<file path="config.mk">
export PLATFORM = sky130hd
export DESIGN_NAME = x2v_decode
export DESIGN_NICKNAME = d
export VERILOG_FILES = /design/src/xterm256_to_vga16_color_map_macros.svh /design/src/x2v_pkg.sv /design/src/x2v_decode.sv
export SDC_FILE = /design/constraint.sdc
export NUM_CORES = 1
export LEC_CHECK = 0
export BUFFER_PORTS_ARGS = -buffer_cell sky130_fd_sc_hd__buf_2
export CELL_PAD_IN_SITES_DETAIL_PLACEMENT = 0
export CELL_PAD_IN_SITES_GLOBAL_PLACEMENT = 1
export CORE_MARGIN = 1
export CORE_UTILIZATION = 38
export DETAILED_ROUTE_END_ITERATION = 16
export GPL_TIMING_DRIVEN = 0
export PLACE_DENSITY = 0.88
export RECOVER_POWER = 100
export SLEW_MARGIN = 20
export SYNTH_ARGS = -nofsm -noshare
export SYNTH_HDL_FRONTEND = slang
export SYNTH_SLANG_ARGS = --single-unit
</file>
<file path="constraint.sdc">
create_clock -name vclk -period 12.9
set_clock_uncertainty 0.05 [all_clocks]
set_input_delay 1.935 -clock vclk [all_inputs]
set_output_delay 1.935 -clock vclk [all_outputs]
set_load 0.1 [all_outputs]
</file>
<file path="src/xterm256_to_vga16_color_map_macros.svh">
// Assertion helpers shared by the color map RTL.
`ifndef XTERM256_TO_VGA16_COLOR_MAP_MACROS_SVH
`define XTERM256_TO_VGA16_COLOR_MAP_MACROS_SVH

// Same-cycle implication, sampled on clk and silenced during reset.
`define X2V_ASSERT_NOW(label, ante, cons) \
    label: assert property (@(posedge clk) disable iff (!rst_n) (ante) |-> (cons)) \
        else $error("x2v: same-cycle check failed");

// Next-cycle implication, sampled on clk and silenced during reset.
`define X2V_ASSERT_NEXT(label, ante, cons) \
    label: assert property (@(posedge clk) disable iff (!rst_n) (ante) |=> (cons)) \
        else $error("x2v: next-cycle check failed");

`endif

</file>
<file path="src/x2v_pkg.sv">
package x2v_pkg;

    localparam int unsigned CH_W      = 8;
    localparam int unsigned LVL_N     = 4;
    localparam int unsigned PAL_N     = 16;
    localparam int unsigned SQ_W      = 16;
    localparam int unsigned DIST_W    = 18;
    localparam int unsigned VGA_W     = 4;

    localparam logic [7:0] CUBE_BASE   = 8'd16;
    localparam logic [7:0] GREY_BASE   = 8'd232;
    localparam logic [7:0] CUBE_STEP   = 8'd51;
    localparam logic [7:0] GREY_STEP   = 8'd10;
    localparam logic [7:0] GREY_OFFSET = 8'd8;

    // Operation codes carried on the operation input.
    typedef enum logic {OP_INDEX = 1'b0, OP_RGB = 1'b1} op_t;

    typedef logic [CH_W-1:0]   chan_t;
    typedef logic [VGA_W-1:0]  vga_t;
    typedef logic [SQ_W-1:0]   sq_t;
    typedef logic [DIST_W-1:0] dist_t;

    typedef struct packed {
        chan_t r;
        chan_t g;
        chan_t b;
    } rgb_t;

    // Decoded color plus the direct result for the low sixteen indices.
    typedef struct packed {
        logic  pass;
        vga_t  idx;
        rgb_t  rgb;
    } dec_t;

    // The VGA palette uses only four component levels.
    localparam chan_t LEVEL [LVL_N] = '{8'd0, 8'd85, 8'd170, 8'd255};

    // Palette entries as level codes {red, green, blue}, two bits each.
    localparam logic [5:0] PAL_LVL [PAL_N] = '{
        6'b00_00_00, 6'b10_00_00, 6'b00_10_00, 6'b10_01_00,
        6'b00_00_10, 6'b10_00_10, 6'b00_10_10, 6'b10_10_10,
        6'b01_01_01, 6'b11_01_01, 6'b01_11_01, 6'b11_11_01,
        6'b01_01_11, 6'b11_01_11, 6'b01_11_11, 6'b11_11_11
    };

    function automatic sq_t sq_diff(chan_t a, chan_t b);
        chan_t d;
        d = (a >= b) ? chan_t'(a - b) : chan_t'(b - a);
        return sq_t'({8'd0, d} * {8'd0, d});
    endfunction

endpackage

</file>
<file path="src/x2v_decode.sv">
module x2v_decode (
    input  logic                 operation,
    input  x2v_pkg::chan_t       color_index,
    input  x2v_pkg::chan_t       red,
    input  x2v_pkg::chan_t       green,
    input  x2v_pkg::chan_t       blue,
    output x2v_pkg::dec_t        dec
);

    logic [7:0]  q;
    logic [13:0] q_scaled;
    logic [2:0]  dig_r;
    logic [7:0]  rem36;
    logic [10:0] rem_scaled;
    logic [2:0]  dig_g;
    logic [2:0]  dig_b;
    logic [4:0]  grey_q;
    x2v_pkg::chan_t grey_v;
    x2v_pkg::rgb_t  cube_rgb;

    // Digits of the 6x6x6 cube: divide by 36 and by 6 through reciprocals.
    // The scale factors are exact over the cube's index range.
    always_comb
    begin
        q          = color_index - x2v_pkg::CUBE_BASE;
        q_scaled   = 14'({6'd0, q} * 14'd57);
        dig_r      = q_scaled[13:11];
        rem36      = q - 8'({5'd0, dig_r} * 8'd36);
        rem_scaled = 11'({3'd0, rem36} * 11'd43);
        dig_g      = rem_scaled[10:8];
        dig_b      = 3'(rem36 - 8'({5'd0, dig_g} * 8'd6));

        cube_rgb.r = 8'({5'd0, dig_r} * x2v_pkg::CUBE_STEP);
        cube_rgb.g = 8'({5'd0, dig_g} * x2v_pkg::CUBE_STEP);
        cube_rgb.b = 8'({5'd0, dig_b} * x2v_pkg::CUBE_STEP);

        grey_q = 5'(color_index - x2v_pkg::GREY_BASE);
        grey_v = 8'({3'd0, grey_q} * x2v_pkg::GREY_STEP) + x2v_pkg::GREY_OFFSET;
    end

    always_comb
    begin
        dec.pass = 1'b0;
        dec.idx  = color_index[3:0];
        if (operation == x2v_pkg::OP_RGB)
        begin
            dec.rgb = '{r: red, g: green, b: blue};
        end
        else if (color_index < x2v_pkg::CUBE_BASE)
        begin
            dec.pass = 1'b1;
            dec.rgb  = '0;
        end
        else if (color_index < x2v_pkg::GREY_BASE)
        begin
            dec.rgb = cube_rgb;
        end
        else
        begin
            dec.rgb = '{r: grey_v, g: grey_v, b: grey_v};
        end
    end

endmodule

</file>
==> results_dict.tcl <==
set metrics [dict create \
    synth_cell_types 50 \
    hold_path_end "dec[5]" \
    dieWidth_um 88.9 \
    die_y_um 88.9 \
    via_per_inst 5.18 \
    total_detailed_routing_wirelength_mm 7.69 \
    yosys.area.top_type_share_pct 32.2 \
    yosys_warnings 0 \
    placed_inst_area_mm2 0.00339 \
    num_antenna_cells 0 \
    outcome "completed" \
    max-cap-violations 0 \
    routed_antenna_nets 0 \
    holdPathStages 4 \
    clock_buffer_count 0 \
    route.detailed.drc 0 \
    critical_path.startpoint "color_index[2]" \
    netlist.top_cell.by_area "ha_1" \
    critical_path.endpoint_type "output pin" \
    maxSlewHeadroom_pct 21.5 \
    wire_per_inst_um 13.9 \
    grt_first_pass_wirelength_mm 12.5 \
    grt_antenna_before_repair 0 \
    fin_cells 552 \
    grt-ovfl-total 0 \
    worst_hold_startpoint "blue[5]" \
    synth.net_count 495 \
    drive_above_1_share_pct 28.5 \
    syn_avg_cell_area_um2 7.70 \
    critical_path_arrival_ps 10570 \
    synthToLayoutAreaGrowth_pct 34.5 \
    path_common_cell "ha_1" \
    worst-setup-path-type "in2out" \
    slew_viol_final 0 \
    start_kind "input pin" \
    drt_pre_antenna_iters 4 \
    grtUsageTotal_pct 19.8 \
    grt_max_degree 15 \
    synthesis.instances 373 \
    cp_max_fo 6 \
    finalHoldViolations 0 \
    gp_routability_congestion 0.925 \
    nFlopsAndLatches 0 \
    cpPeakStageDelay_ps 600 \
    hold_path.class "in2out" \
    setup-violations-final 0 \
    portion_of_the_post_synthesis_area_used_by_sequential_elements_pct 0 \
    num_vias 2860 \
    grt_pass1_vias 2701 \
    final_nets 577 \
    slowest_stage "fa_1" \
    fin_area_mm2 0.00386 \
    final_min_period_over_clock_period_pct 97.3 \
    synth_area_leaders "ha_1 32%, fa_1 10%, inv_1 7.3%, xnor2_1 7.3%, o21ai_0 4.9%" \
    place_inst 531 \
    top_level_ports 62 \
    worst-slew-pin-transition_ps 1180 \
    fin_tns_setup_ps 0 \
    final-seq-area_um2 0 \
    post-route-min-period_ps 12560 \
    syn-cell-area_mm2 0.00287 \
    post-dp-hpwl_mm 5.82 \
    worst_ep_required_time_ps 10910 \
    fmax_mhz 79.6 \
    core_region_area_mm2 0.00729 \
    num_rows 31 \
    fp.dieArea_mm2 0.00791 \
    portBuffers 59 \
    starting_density_pct 39.4 \
    dr.first_iter.drc_count 94 \
    hold_ws_ps 4210 \
]
[worst max-delay path by stage]
stage / slack [ps] / end
2_1_floorplan: 10 / dec[4]
3_3_place_gp: -1470 / dec[7]
3_5_place_dp: -1520 / dec[7]
4_1_cts: -30 / dec[15]
5_1_grt: -40 / dec[6]
6_report: 340 / dec[7]
[cells in the mapped netlist (all sizes together) (3+ instances only)]
cell type  count
ha            74
a41oi          3
nor3           3
a22o           8
buf            8
nand2         33
a21oi         21
inv           57
nand3          5
nor2          21
a211oi         5
a21o           5
and2           5
clkbuf         7
a31oi          4
xor2          13
o21ai         28
fa            15
xnor2         24
[kinds of logic after synthesis]
| family | Yosys count | synth area share (%) |
|---|---|---|
| fa+ha+maj | 90 | 43.0 |
| compound gates | 88 | 19.9 |
| simple gates | 81 | 12.8 |
| buf+inv | 73 | 10.7 |
| xor+xnor | 39 | 13.0 |
| mux | 2 | 0.697 |
[timing repair]
action | 4_1_cts | 5_1_grt
gates resized for setup | 36 | 37
pin swaps | 9 | 15
endpoints found under the setup margin | 14 | 12
hold buffers | 0 | 0
buffers inserted | 10 | 11
[per-stage QoR]
step,setup slack [ps],util (%)
floorplan,10.5,-
global placement,-1470,46.4
detailed placement,-1520,46.4
CTS,-29.3,49.5
global route,-39.7,53.0
finish,343,53.0
[layout by cell type (no fill, tap or decap), types with 3 or more instances in the layout]
cell / synthesis / routed
ha_4: 0 / 8
clkbuf_1: 7 / 23
o21ai_0: 28 / 17
xnor2_2: 0 / 4
buf_6: 2 / 3
a21oi_2: 0 / 5
o21ai_1: 0 / 3
a22o_1: 8 / 5
buf_4: 4 / 28
fa_1: 15 / 15
buf_8: 0 / 3
buf_2: 2 / 30
ha_1: 74 / 64
a31oi_1: 4 / 4
a211oi_1: 4 / 3
xnor2_1: 24 / 18
xor2_1: 13 / 11
inv_1: 56 / 53
o21ai_2: 0 / 3
nor2_1: 21 / 18
nand2_1: 33 / 31
a21o_1: 5 / 5
a21oi_1: 21 / 16
and2_1: 5 / 4
clkbuf_2: 0 / 6
o21ai_4: 0 / 5
nand3_1: 5 / 5
[layout make-up]
type,instances,area (um^2)
Fill cell,706,3430
Inverter,58,228
Multi-Input combinational cell,300,2940
Timing Repair Buffer,80,468
Buffer,15,103
Tap cell,99,124
[routing by layer]
metal / part of all wire (%) / global-route usage (%)
met5: 0 / 0
met3: 4.8 / 0.277
met2: 49 / 37.6
met1: 45 / 26.2
met4: 0.82 / 1.59
[critical path: cells and delay by family]
family / cells / cell delay [ps]
simple gates: 3 / 420
xor+xnor: 5 / 830
fa+ha+maj: 14 / 4520
compound gates: 9 / 1670
buf+inv: 10 / 1170
Power is left out: the tool's default activity adds up to more than one toggle a clock period on the data nets, which glitch-free logic cannot reach.
